===== src/rtl/core/shape_pair_overlap_test_macros.svh =====
// assertion macros shared by the core modules
// every use sits inside a module that has clk and rst_n
`ifndef SHAPE_PAIR_OVERLAP_TEST_MACROS_SVH
`define SHAPE_PAIR_OVERLAP_TEST_MACROS_SVH
`ifndef NO_ASSERTIONS
`define SPO_ASSERT_SAME(lbl, ante, cons) \
    lbl: assert property (@(posedge clk) disable iff (!rst_n) (ante) |-> (cons)) \
        else $error("spo assertion failed");
`define SPO_ASSERT_NEXT(lbl, ante, cons) \
    lbl: assert property (@(posedge clk) disable iff (!rst_n) (ante) |=> (cons)) \
        else $error("spo assertion failed");
`else
`define SPO_ASSERT_SAME(lbl, ante, cons)
`define SPO_ASSERT_NEXT(lbl, ante, cons)
`endif
`endif


===== src/rtl/core/spo_pkg.sv =====
`default_nettype none
package spo_pkg;

    localparam int COORD_BITS   = 24;
    localparam int SIZE_BITS    = COORD_BITS - 1;
    // a gap along one axis stays below 2**COORD_BITS
    localparam int MAG_BITS     = COORD_BITS;
    localparam int RAD_BITS     = COORD_BITS;
    localparam int SQ_BITS      = 2 * MAG_BITS;
    localparam int RSQ_BITS     = 2 * RAD_BITS;
    localparam int DIST_BITS    = SQ_BITS + 1;
    localparam int QUEUE_DEPTH  = 4;
    localparam int QPTR_BITS    = $clog2(QUEUE_DEPTH);
    localparam int PAIR_EN_BITS = 4;

    localparam logic [PAIR_EN_BITS-1:0] PAIR_EN_RESET = 4'hF;

    localparam logic [1:0] KIND_BOX    = 2'd0;
    localparam logic [1:0] KIND_CIRCLE = 2'd1;

    // pair enable bit positions, indexed by {a is circle, b is circle}
    localparam logic [1:0] EN_BOX_BOX       = 2'd0;
    localparam logic [1:0] EN_BOX_CIRCLE    = 2'd1;
    localparam logic [1:0] EN_CIRCLE_BOX    = 2'd2;
    localparam logic [1:0] EN_CIRCLE_CIRCLE = 2'd3;

    localparam logic STATUS_TESTED      = 1'b0;
    localparam logic STATUS_UNSUPPORTED = 1'b1;

    typedef logic signed [COORD_BITS-1:0] coord_t;
    typedef logic [SIZE_BITS-1:0]         dim_t;

    typedef struct packed {
        logic [1:0] a_kind;
        coord_t     a_x;
        coord_t     a_y;
        dim_t       a_size_one;
        dim_t       a_size_two;
        logic [1:0] b_kind;
        coord_t     b_x;
        coord_t     b_y;
        dim_t       b_size_one;
        dim_t       b_size_two;
    } pair_in_t;

    typedef struct packed {
        logic hit;
        logic status;
    } pair_out_t;

    typedef enum logic [2:0] {
        PAIR_NONE,
        PAIR_BB,
        PAIR_BC,
        PAIR_CB,
        PAIR_CC
    } pair_mode_t;

    typedef enum logic [1:0] {
        JOB_SKIP,
        JOB_BOX,
        JOB_ROUND
    } job_kind_t;

    typedef struct packed {
        job_kind_t            kind;
        logic                 box_hit;
        logic [MAG_BITS-1:0]  dist_x;
        logic [MAG_BITS-1:0]  dist_y;
        logic [RAD_BITS-1:0]  rad;
    } job_t;

endpackage
`default_nettype wire


===== src/rtl/core/spo_front.sv =====
`default_nettype none
`include "shape_pair_overlap_test_macros.svh"
module spo_front
    import spo_pkg::*;
(
    input  logic                    clk,
    input  logic                    rst_n,
    input  logic                    in_valid,
    output logic                    in_ready,
    input  pair_in_t                in_data,
    input  logic [PAIR_EN_BITS-1:0] pair_enable,
    output logic                    push_valid,
    input  logic                    push_ready,
    output job_t                    push_data
);

    typedef logic signed [COORD_BITS:0] ext_coord_t;

    // distance from c to the closed interval [o, o + w], zero inside
    function automatic logic [MAG_BITS-1:0] axis_gap(
        input coord_t c,
        input coord_t o,
        input dim_t   w
    );
        logic signed [COORD_BITS:0]   below;
        logic signed [COORD_BITS+1:0] above;
        logic [MAG_BITS-1:0]          gap;
        below = (COORD_BITS+1)'(o) - (COORD_BITS+1)'(c);
        above = (COORD_BITS+2)'(c) - (COORD_BITS+2)'(o) - $signed({3'b000, w});
        if (!below[COORD_BITS] && (below != '0))
        begin
            gap = below[MAG_BITS-1:0];
        end
        else if (!above[COORD_BITS+1] && (above != '0))
        begin
            gap = above[MAG_BITS-1:0];
        end
        else
        begin
            gap = '0;
        end
        return gap;
    endfunction

    logic       valid_reg;
    pair_in_t   item_reg;
    pair_mode_t mode_reg;
    pair_mode_t mode_next;

    logic       kind_ok;
    logic [1:0] pair_sel;

    logic       swap;
    logic       round;
    coord_t     c_x;
    coord_t     c_y;
    coord_t     o_x;
    coord_t     o_y;
    dim_t       c_r;
    dim_t       o_r;
    dim_t       o_w;
    dim_t       o_h;
    ext_coord_t ax_lo;
    ext_coord_t ay_lo;
    ext_coord_t bx_lo;
    ext_coord_t by_lo;
    ext_coord_t ax_hi;
    ext_coord_t ay_hi;
    ext_coord_t bx_hi;
    ext_coord_t by_hi;

    // classify on the way in
    always_comb
    begin
        kind_ok  = ((in_data.a_kind == KIND_BOX) || (in_data.a_kind == KIND_CIRCLE)) &&
                   ((in_data.b_kind == KIND_BOX) || (in_data.b_kind == KIND_CIRCLE));
        pair_sel = {in_data.a_kind[0], in_data.b_kind[0]};
        mode_next = PAIR_NONE;
        if (kind_ok && pair_enable[pair_sel])
        begin
            unique case (pair_sel)
                EN_BOX_BOX:       mode_next = PAIR_BB;
                EN_BOX_CIRCLE:    mode_next = PAIR_BC;
                EN_CIRCLE_BOX:    mode_next = PAIR_CB;
                EN_CIRCLE_CIRCLE: mode_next = PAIR_CC;
            endcase
        end
    end

    assign in_ready = !valid_reg || push_ready;

    always_ff @(posedge clk or negedge rst_n)
    begin
        if (!rst_n)
        begin
            valid_reg <= 1'b0;
        end
        else if (in_ready)
        begin
            valid_reg <= in_valid;
        end
    end

    always_ff @(posedge clk)
    begin
        if (in_valid && in_ready)
        begin
            item_reg <= in_data;
            mode_reg <= mode_next;
        end
    end

    // circle first; the other shape is a box, or a zero sized box at the centre
    always_comb
    begin
        swap  = (mode_reg == PAIR_BC);
        round = (mode_reg == PAIR_CC);
        c_x   = swap ? item_reg.b_x : item_reg.a_x;
        c_y   = swap ? item_reg.b_y : item_reg.a_y;
        c_r   = swap ? item_reg.b_size_one : item_reg.a_size_one;
        o_x   = swap ? item_reg.a_x : item_reg.b_x;
        o_y   = swap ? item_reg.a_y : item_reg.b_y;
        o_r   = swap ? item_reg.a_size_one : item_reg.b_size_one;
        o_w   = round ? '0 : o_r;
        o_h   = round ? '0 : (swap ? item_reg.a_size_two : item_reg.b_size_two);

        ax_lo = ext_coord_t'(item_reg.a_x);
        ay_lo = ext_coord_t'(item_reg.a_y);
        bx_lo = ext_coord_t'(item_reg.b_x);
        by_lo = ext_coord_t'(item_reg.b_y);
        ax_hi = ax_lo + $signed({2'b00, item_reg.a_size_one});
        ay_hi = ay_lo + $signed({2'b00, item_reg.a_size_two});
        bx_hi = bx_lo + $signed({2'b00, item_reg.b_size_one});
        by_hi = by_lo + $signed({2'b00, item_reg.b_size_two});

        push_data.box_hit = (ax_lo < bx_hi) && (ax_hi > bx_lo) &&
                            (ay_lo < by_hi) && (ay_hi > by_lo);
        push_data.dist_x  = axis_gap(c_x, o_x, o_w);
        push_data.dist_y  = axis_gap(c_y, o_y, o_h);
        push_data.rad     = RAD_BITS'(c_r) + (round ? RAD_BITS'(o_r) : '0);

        unique case (mode_reg)
            PAIR_NONE: push_data.kind = JOB_SKIP;
            PAIR_BB:   push_data.kind = JOB_BOX;
            PAIR_BC,
            PAIR_CB,
            PAIR_CC:   push_data.kind = JOB_ROUND;
            default:   push_data.kind = JOB_SKIP;
        endcase
    end

    assign push_valid = valid_reg;

    `SPO_ASSERT_NEXT(a_front_hold, valid_reg && !push_ready, valid_reg && $stable(mode_reg))

endmodule
`default_nettype wire


===== config.mk =====
export PLATFORM = sky130hd
export DESIGN_NAME = spo_front
export DESIGN_NICKNAME = d
export VERILOG_FILES = /design/src/rtl/core/spo_pkg.sv /design/src/rtl/core/spo_front.sv
export VERILOG_INCLUDE_DIRS = /design/src /design/src/rtl/core
export SDC_FILE = /design/constraint.sdc
export NUM_CORES = 1
export LEC_CHECK = 0
export CORE_MARGIN = 10
export CORE_UTILIZATION = 55
export CTS_BUF_LIST = sky130_fd_sc_hd__clkbuf_4
export DETAILED_ROUTE_END_ITERATION = 10
export DONT_BUFFER_PORTS = 1
export PLACE_DENSITY = 0.73
export SLEW_MARGIN = 20
export SYNTH_ARGS = -nofsm -noshare
export SYNTH_HDL_FRONTEND = slang
export SYNTH_SLANG_ARGS = --single-unit

===== constraint.sdc =====
create_clock -name clk -period 6.8 [get_ports clk]
set_clock_uncertainty 0.2 [all_clocks]
set_input_delay 0.34 -clock clk [delete_from_list [all_inputs] [get_ports clk]]
set_output_delay 0.34 -clock clk [all_outputs]
set_load 0.1 [all_outputs]

After elaboration in Yosys (flattened, before gate mapping)

Cells that the tools add are included.

Register bits: 192
Output and inout port bits: 77
Memories kept: 0
Bits in read-only memories: 0
Word-level logic and storage cells: 79
Bits in latches: 0
Bits in writable memories: 0

$lt $le $gt $ge: 5
Bitwise logic cells: 0
Equality and inequality tests: 9
Shift-type cells: 0
$mul: 0
Add/sub/neg operators: 11
Reductions and logical operators: 26
Div/mod/pow operators: 0
Muxes and demuxes: 18

Operator list:

| kind               | count |
|---|---|
| $mux 24            | 8 |
| $mux 23            | 6 |
| $add 24x24->25     | 4 |
| $sub 24x24->25     | 4 |
| $reduce_bool 26->1 | 2 |
| $sub 25x24->26     | 2 |
| $gt 25x24->1       | 2 |
| $lt 24x25->1       | 2 |
| $reduce_bool 25->1 | 2 |
| $add 23x23->24     | 1 |
| $pmux 3 s4         | 1 |
| $logic_and 1x1->1  | 10 |
| $eq 2x1->1 const B | 3 |
| $eq 3x2->1 const B | 2 |
| $logic_not 2->1    | 3 |
| $logic_not 1->1    | 5 |
| $eq 2x2->1 const B | 2 |
| $pmux 2 s2         | 1 |
| $eq 3x1->1 const B | 1 |
| $eq 3x3->1 const B | 1 |
| $logic_or 1x1->1   | 3 |
| $lt 2x3->1 const B | 1 |
| $reduce_or 3->1    | 1 |
| $bmux 1 s2         | 1 |
| $mux 1             | 1 |

Depth between registers and ports, before layout

Gate-level depths: netlist of the first run.

Word-level depth: 8
Depth in mapped cells: 28
Gate-level depth less buffers: 23

Least setup slack after synthesis of the first run

OpenSTA, ideal clock, no wires.

Path kind: register -> output
From: register mode_reg[2]
To: output push_data[71] (netlist name)
Required time: 6.260 ns
Arrival: 7.311 ns
Path buffers: 9
Slack: -1.051 ns
Cell stages (with the launch flop): 25
Cell sequence: edfxtp_1 -> nor3b_2 -> buf_4 -> buf_6 -> buf_2 -> clkbuf_1 -> buf_2 -> buf_1 -> clkbuf_1 -> clkbuf_1 -> clkbuf_1 -> nand2_1 -> o21ai_0 -> fa_1 -> ha_1 -> a21oi_1 -> a2bb2oi_1 -> o21ai_1 -> o2111ai_1 -> a21oi_1 -> o41a_1 -> a41o_1 -> a311oi_1 -> nor2_1 -> o41ai_2

RTL lines:

| element                | line             | RTL |
|---|---|---|
| start, declared        | spo_front.sv:47  | `pair_mode_t mode_reg;` |
| start signal, assigned | spo_front.sv:109 | `mode_reg <= mode_next;` |
| end, declared          | spo_front.sv:14  | `output job_t push_data` |

==> results of run 1 <==
## area by class of cell
cell class                      instances  area share
Antenna cell                            3    0.000243
Timing Repair Buffer                  532       0.185
Sequential cell                       192       0.186
Clock buffer                           17     0.00412
Multi-Input combinational cell       2346       0.575
Clock inverter                         15     0.00412
Tap cell                              539      0.0218
Inverter                              196      0.0238
## synth_stat cells, types with 33 or more instances
cell      instances
a21o_1           96
a21oi_1         233
and2_1           35
clkbuf_1         68
edfxtp_1        191
fa_1             51
ha_1            266
inv_1           196
maj3_1           33
mux2i_1          43
nand2_1         370
nand2b_1         65
nand3_1          54
nor2_1          195
nor2b_1          64
nor3_1           54
o21ai_0         152
xnor2_1         132
xor2_1           70
## through the flow
stage | utilization | setup WS (ns) | total power, W
2_1_floorplan | - | -0.157 | 0.00437
5_1_grt | 0.733 | -0.227 | 0.00683
4_1_cts | 0.717 | -0.0267 | 0.00626
3_5_place_dp | 0.607 | -0.000708 | 0.00540
3_3_place_gp | 0.606 | -0.411 | 0.00532
6_report | 0.733 | 0.0378 | 0.00653
## power by group
part           total (W)  internal [W]  leakage [nW]  switching (W)
sequential       0.00150       0.00138          1.83       0.000119
clock           0.000646      0.000155         0.131       0.000491
combinational    0.00438       0.00169          11.3        0.00269
## timing repair
item / 4_1_cts / 5_1_grt
pin swaps: 13 / 29
gates cloned: 5 / 2
buffers inserted: 28 / 28
hold buffers: 385 / 0
resized for setup: 40 / 84
endpoints found under the hold margin: 234 / 0
setup endpoints to repair: 49 / 59
## layer usage
metal | vias up | part of all wire | global-route usage
met5 | - | 0 | 0
met4 | 0 | 0.049 | 0.152
met3 | 320 | 0.091 | 0.0601
met2 | 1479 | 0.48 | 0.562
met1 | 11615 | 0.38 | 0.390
li1 | 11097 | - | -
## cell families after synthesis
kind of cell / count (synthesis)
compound gates: 758
xor+xnor: 203
fa+ha+maj: 352
buf+inv: 287
flops: 192
mux: 61
simple gates: 970
## critical path: cells and delay by family (launching register included)
kind | cells | cell delay [ns]
AO/OA/AOI/OAI | 13 | 3.02
XOR/XNOR | 1 | 0.18
adder cells (fa/ha/maj) | 2 | 0.62
buffers and inverters | 3 | 0.48
flip-flops | 1 | 0.59
multiplexers | 1 | 0.29
AND/OR/NAND/NOR | 1 | 0.24
## worst paths after layout
kind                               from            end  slack [ns]  cells past startpoint
min reg2reg                  push_valid     push_valid        1.75                      2
max                        item_reg[24]  push_data[72]        0.04                     21
max in group asynchronous         rst_n     push_valid        6.19                      2
min                            in_valid     push_valid        0.08                      2
max reg2reg                  push_valid   item_reg[43]        2.99                      3
min in group asynchronous         rst_n     push_valid        0.11                      2
==> results by group, run 1 <==
Global route
  – Vias in the first global route: 24,318
  – First-pass GRT wire length: 133,000 microns
  – Tot GR Track Use: 0.327
  – Initial antenna violation count: 3
  – Largest net degree at the start of global routing: 93
  – GR Overflow Total: 0

Timing
  – Worst relative slew slack: 0.224
  – F_max: 0.148 GHz
  – Tcrit/Tclk final: 0.994
  – RSZ-0062 raised after global routing: yes
  – Max Slew Vio Count: 0
  – Hold_ws: 0.0821 ns
  – Final setup violating endpoints: 0
  – Period minus WS final: 6.76 ns
  – Final hold vios: 0
  – Setup TNS: 0 ns
  – Worst-Margin Slew: 1.16 ns

CTS
  – Worst skew pair latency: 0.76 ns
  – Clock tree buffer depth: 2
  – Worst-path clk slew: 0.19 ns
  – TritonCTS Buffers: 17
  – CTS Root Cell: clkbuf_4
  – CTS tree: done
  – H-tree depth: 4
  – Clk sinks: 192

Route
  – WL final: 89,600 microns
  – First-pass iteration count of the detailed router: 8
  – Via count: 24,511
  – Post-route ant nets: 0
  – Mean routed wirelength per cell: 23.3 microns
  – Drc violations: 0
  – Initial drt markers: 2,900
  – Vias per inst: 6.38

Logic synthesis
  – Mapped Area: 23,700 sq um
  – Register area share after synthesis: 0.243
  – Synth Area in Compound Gates: 0.212
  – Synth cell types: 99
  – Synth Register Bits: 192
  – Synth Area in Adders: 0.199
  – YS warnings: 0
  – Mux contribution to synthesized area: 0.0267
  – Synth Area in XOR/XNOR: 0.0754
  – Post-Synth Simple-Gate Area: 0.195
  – Yosys top cell by area: edfxtp_1
  – Main combinational cell family by area after synthesis: compound AO/OA/AOI/OAI gates
  – Number of synthesized flops with an enable pin: 191
  – Top cell type's share of synthesized area: 0.242
  – Avg Cell Area, Syn: 8.39 sq um
  – Asr flop ratio synth: 0.00521
  – Dominant cells by area after synthesis: edfxtp_1, ha_1, nand2_1, a21oi_1, xnor2_1
  – Syn Inst Count: 2,823
  – Net Count, Synth: 3,340
  – Ys flop type: edfxtp_1

Flow run
  – Max-cap violations: 0

Setup path
  – Endpoint required time on the critical path: 6.26 ns
  – Crit path max-delay cell type: edfxtp_1
  – CP max FO: 4
  – Setup crit end kind: primary output
  – WS Path Type: flip-flop to primary output
  – Largest stage delay, worst path: 0.59 ns
  – Critical Path AT: 6.22 ns
  – Worst setup SP type: flip-flop
  – Crit path cell chain: ha_1 > a21o_1 > a21oi_1 > o21a_1 > o21ai_1 > a41oi_2 > a21oi_2 > a41oi_1 > a2111oi_0 > buf_4 > o21ai_0 > a21boi_0 > o41ai_1 > xnor2_1 > ha_1 > a211oi_1 > mux2i_1 > nor3_2 > buf_4 > o311a_4 > buf_12

Die
  – DIE AREA: 51,700 sq um
  – Rows: 75
  – Io pins: 277
  – Starting density of the core: 0.561
  – Width of the die: 227 microns
  – Die Ht: 227 microns
  – CORE AREA: 42,200 sq um

Finish
  – Max reg flops: 92
  – Non-filler instance count after layout: 3,840
  – Most common cell after layout, fill and taps aside: dlygate4sd3_1
  – Multi-input logic area: 17,800 sq um
  – Nets: 3,802
  – FILL cells: 2,876
  – Area grow syn2layout: 30.7%
  – Fin area: 30,900 sq um
  – Most frequent cells in the layout: dlygate4sd3_1, nand2_1, ha_1
  – Seq. cell area: 5760 sq um
  – Share of post-route cells with drive strength above 1: 0.105

Place
  – Port bufs: 0
  – Placed cells: 3,357
  – Placer Congestion: 0.972
  – Dpl hpwl: 57,800 microns
  – DP Area: 25,600 sq um

Status
  – Status: finished, final reports clean

Pwr
  – Cell Pwr Density: 211 nW/um^2
  – Leakage power: 13.3 nW
  – VDD IR max: 297 uV

Hold path
  – HP Class: input pin to flip-flop
(Power assumes the default switching activity.)
==> inputs of run 2 (changes only) <==
- CORE_ASPECT_RATIO: not set -> 0.5
==> run 2 against run 1 <==
Global-route usage is 5.4 points lower. Via count is 8.9% lower. Cell count is 3.5% lower. Clock power hardly changed. Maximum frequency is 2.4% higher. Design area is 7.3% lower. Combinational power is 9.1% lower. Register-to-register slack better by 0.16 ns. Flip-flop and latch count stayed put. Critical path depth is 2 lower. Die area is 0.97% higher. Critical path type unchanged.
==> results by group, run 2 (same netlist as run 1, synthesis figures left out) <==
Route
  – Mean routed wirelength per cell: 20.3 microns
  – First-pass iteration count of the detailed router: 6
  – Metal1 wirelength: 32,000 microns
  – Vias per inst: 6.02
  – Drc violations: 0
  – Met2 WL: 36,100 microns
  – Via count: 22,328
  – WL final: 75,200 microns
  – Post-route ant nets: 0
  – Routed met3 length: 4790 microns
  – Initial drt markers: 2,117
  – Top layer in use: met4

CTS
  – CTS Root Cell: clkbuf_4
  – Clock tree buffer depth: 2
  – TritonCTS Buffers: 17
  – Worst-path clk slew: 0.21 ns
  – CTS tree: done
  – Worst skew pair latency: 0.70 ns
  – H-tree depth: 4
  – Clk sinks: 192

Die
  – Die Ht: 167 microns
  – Rows: 53
  – Starting density of the core: 0.560
  – CORE AREA: 42,200 sq um
  – DIE AREA: 52,300 sq um
  – Width of the die: 313 microns
  – Io pins: 277

Timing
  – Final setup violating endpoints: 0
  – Period minus WS final: 6.60 ns
  – Worst relative slew slack: 0.274
  – Hold_ws: 0.0289 ns
  – Worst-Margin Slew: 1.09 ns
  – F_max: 0.151 GHz
  – Max Slew Vio Count: 0
  – Tcrit/Tclk final: 0.971
  – Final hold vios: 0

Global route
  – First-pass GRT wire length: 116,000 microns
  – Initial antenna violation count: 4
  – GR Overflow Total: 0
  – Tot GR Track Use: 0.273
  – Vias in the first global route: 21,490
  – Largest net degree at the start of global routing: 101

Hold path
  – WHS Endpoint: item_reg[41]
  – Hold path depth: 1
  – HP Class: input pin to flip-flop
  – Worst Hold Launch: in_data[41]

Finish
  – FILL cells: 3,323
  – Area grow syn2layout: 21.2%
  – Most frequent cells in the layout: nand2_1, ha_1, dlygate4sd3_1
  – Most common cell after layout, fill and taps aside: nand2_1
  – Non-filler instance count after layout: 3,707
  – Share of post-route cells with drive strength above 1: 0.0953
  – Nets: 3,630
  – Max reg flops: 92

Setup path
  – WS Path Type: flip-flop to primary output
  – Most frequent CP cell: a21oi_1
  – Setup crit end kind: primary output
  – Worst setup SP type: flip-flop
  – Critical Path AT: 6.06 ns
  – Largest stage delay, worst path: 0.52 ns
  – Crit path max-delay cell type: edfxtp_1
  – Worst R2R End: bx_lo[11]
  – Worst r2r src: push_valid
  – Reg2Reg Setup Slack: 3.15 ns
  – R2r worst-path depth: 3
  – Crit path cell chain: or3b_4 > buf_4 > buf_4 > a21oi_1 > fa_1 > ha_1 > a21oi_1 > a2bb2oi_1 > o21ai_2 > o2111ai_2 > a21oi_1 > o41a_1 > a41o_1 > a311oi_2 > nor2_4 > o21ai_4 > nor2_1 > mux2_1 > buf_6
  – Endpoint required time on the critical path: 6.26 ns
  – CP max FO: 5

Place
  – Dpl hpwl: 55,400 microns
  – Port bufs: 0
  – Placed cells: 3,398
  – Placer Congestion: 0.948

Pwr
  – Final Power: 0.00611 W
  – VDD IR max: 153 uV
  – Cell Pwr Density: 213 nW/um^2
  – Leakage power: 12.4 nW

Flow run
  – Max-cap violations: 0

Status
  – Status: finished, final reports clean
## run 2: cell count changes in the layout (fill, tap and decap cells not counted), moves of 5 or more
| cell | delta |
|---|---|
| o21ai_2 | -5 |
| buf_4 | +7 |
| a21oi_1 | +5 |
| dlygate4sd3_1 | -141 |
| buf_12 | -37 |
| a21oi_2 | -5 |
## run 2: worst max path at each step
stage | startpoint | endpoint | slack [ns] | cells after the start
6_report | mode_reg[2] | push_data[54] | 0.20 | 19
5_1_grt | mode_reg[2] | push_data[38] | -0.07 | 20
4_1_cts | ay_lo[0] | push_data[72] | -0.07 | 25
3_5_place_dp | ax_lo[0] | push_data[72] | 0.45 | 24
3_3_place_gp | mode_reg[2] | push_data[60] | 0.57 | 21
2_1_floorplan | mode_reg[1] | push_data[71] | -0.16 | 23
## run 2: critical path: cells and delay by family, from the launching register on
kind / cells / cell delay, ns
buffers and inverters: 3 / 0.54
AO/OA/AOI/OAI: 10 / 2.41
AND/OR/NAND/NOR: 3 / 0.68
multiplexers: 1 / 0.37
adder cells (fa/ha/maj): 2 / 0.82
flip-flops: 1 / 0.52
## run 2: area by class of cell
| cell class | instances | area, sq um | share of cell area |
|---|---|---|---|
| diodes | 4 | 10.0 | 0.000349 |
| clock buffers | 17 | 128 | 0.00445 |
| clock inverters | 15 | 131 | 0.00458 |
| inverters | 196 | 736 | 0.0256 |
| multi-input cells | 2346 | 17700 | 0.616 |
| flip-flops and latches | 192 | 5760 | 0.201 |
| well taps | 577 | 722 | 0.0252 |
| repair buffers | 360 | 3530 | 0.123 |
## run 2: stage by stage
step	instance area (sq um)	TNS, ns	util	setup WS (ns)
after floorplan	24000	-0.157	-	-0.157
after global placement	25200	0	0.597	0.568
after detailed placement	25300	0	0.599	0.451
after CTS	28100	-0.0737	0.666	-0.0737
after global routing	28700	-0.594	0.679	-0.0690
final	28700	0	0.679	0.197
## run 2: power by group
| group | total (W) | switching, W | internal, W |
|---|---|---|---|
| Combinational | 0.00398 | 0.00258 | 0.00141 |
| Sequential | 0.00149 | 0.000102 | 0.00138 |
| Clock | 0.000647 | 0.000491 | 0.000156 |
## run 2: per-layer routing
metal / GRT usage / vias to the layer above
li1: - / 10780
met1: 0.344 / 10543
met2: 0.464 / 864
met3: 0.0476 / 141
met4: 0.0953 / 0
met5: 0 / -
## run 2: timing repair
item,in CTS,in global routing
hold buffers,241,3
gates cloned,3,2
setup endpoints to repair,37,52
gates resized for setup,12,86
endpoints found under the hold margin,208,3
buffers inserted,11,13
pin swaps,3,12
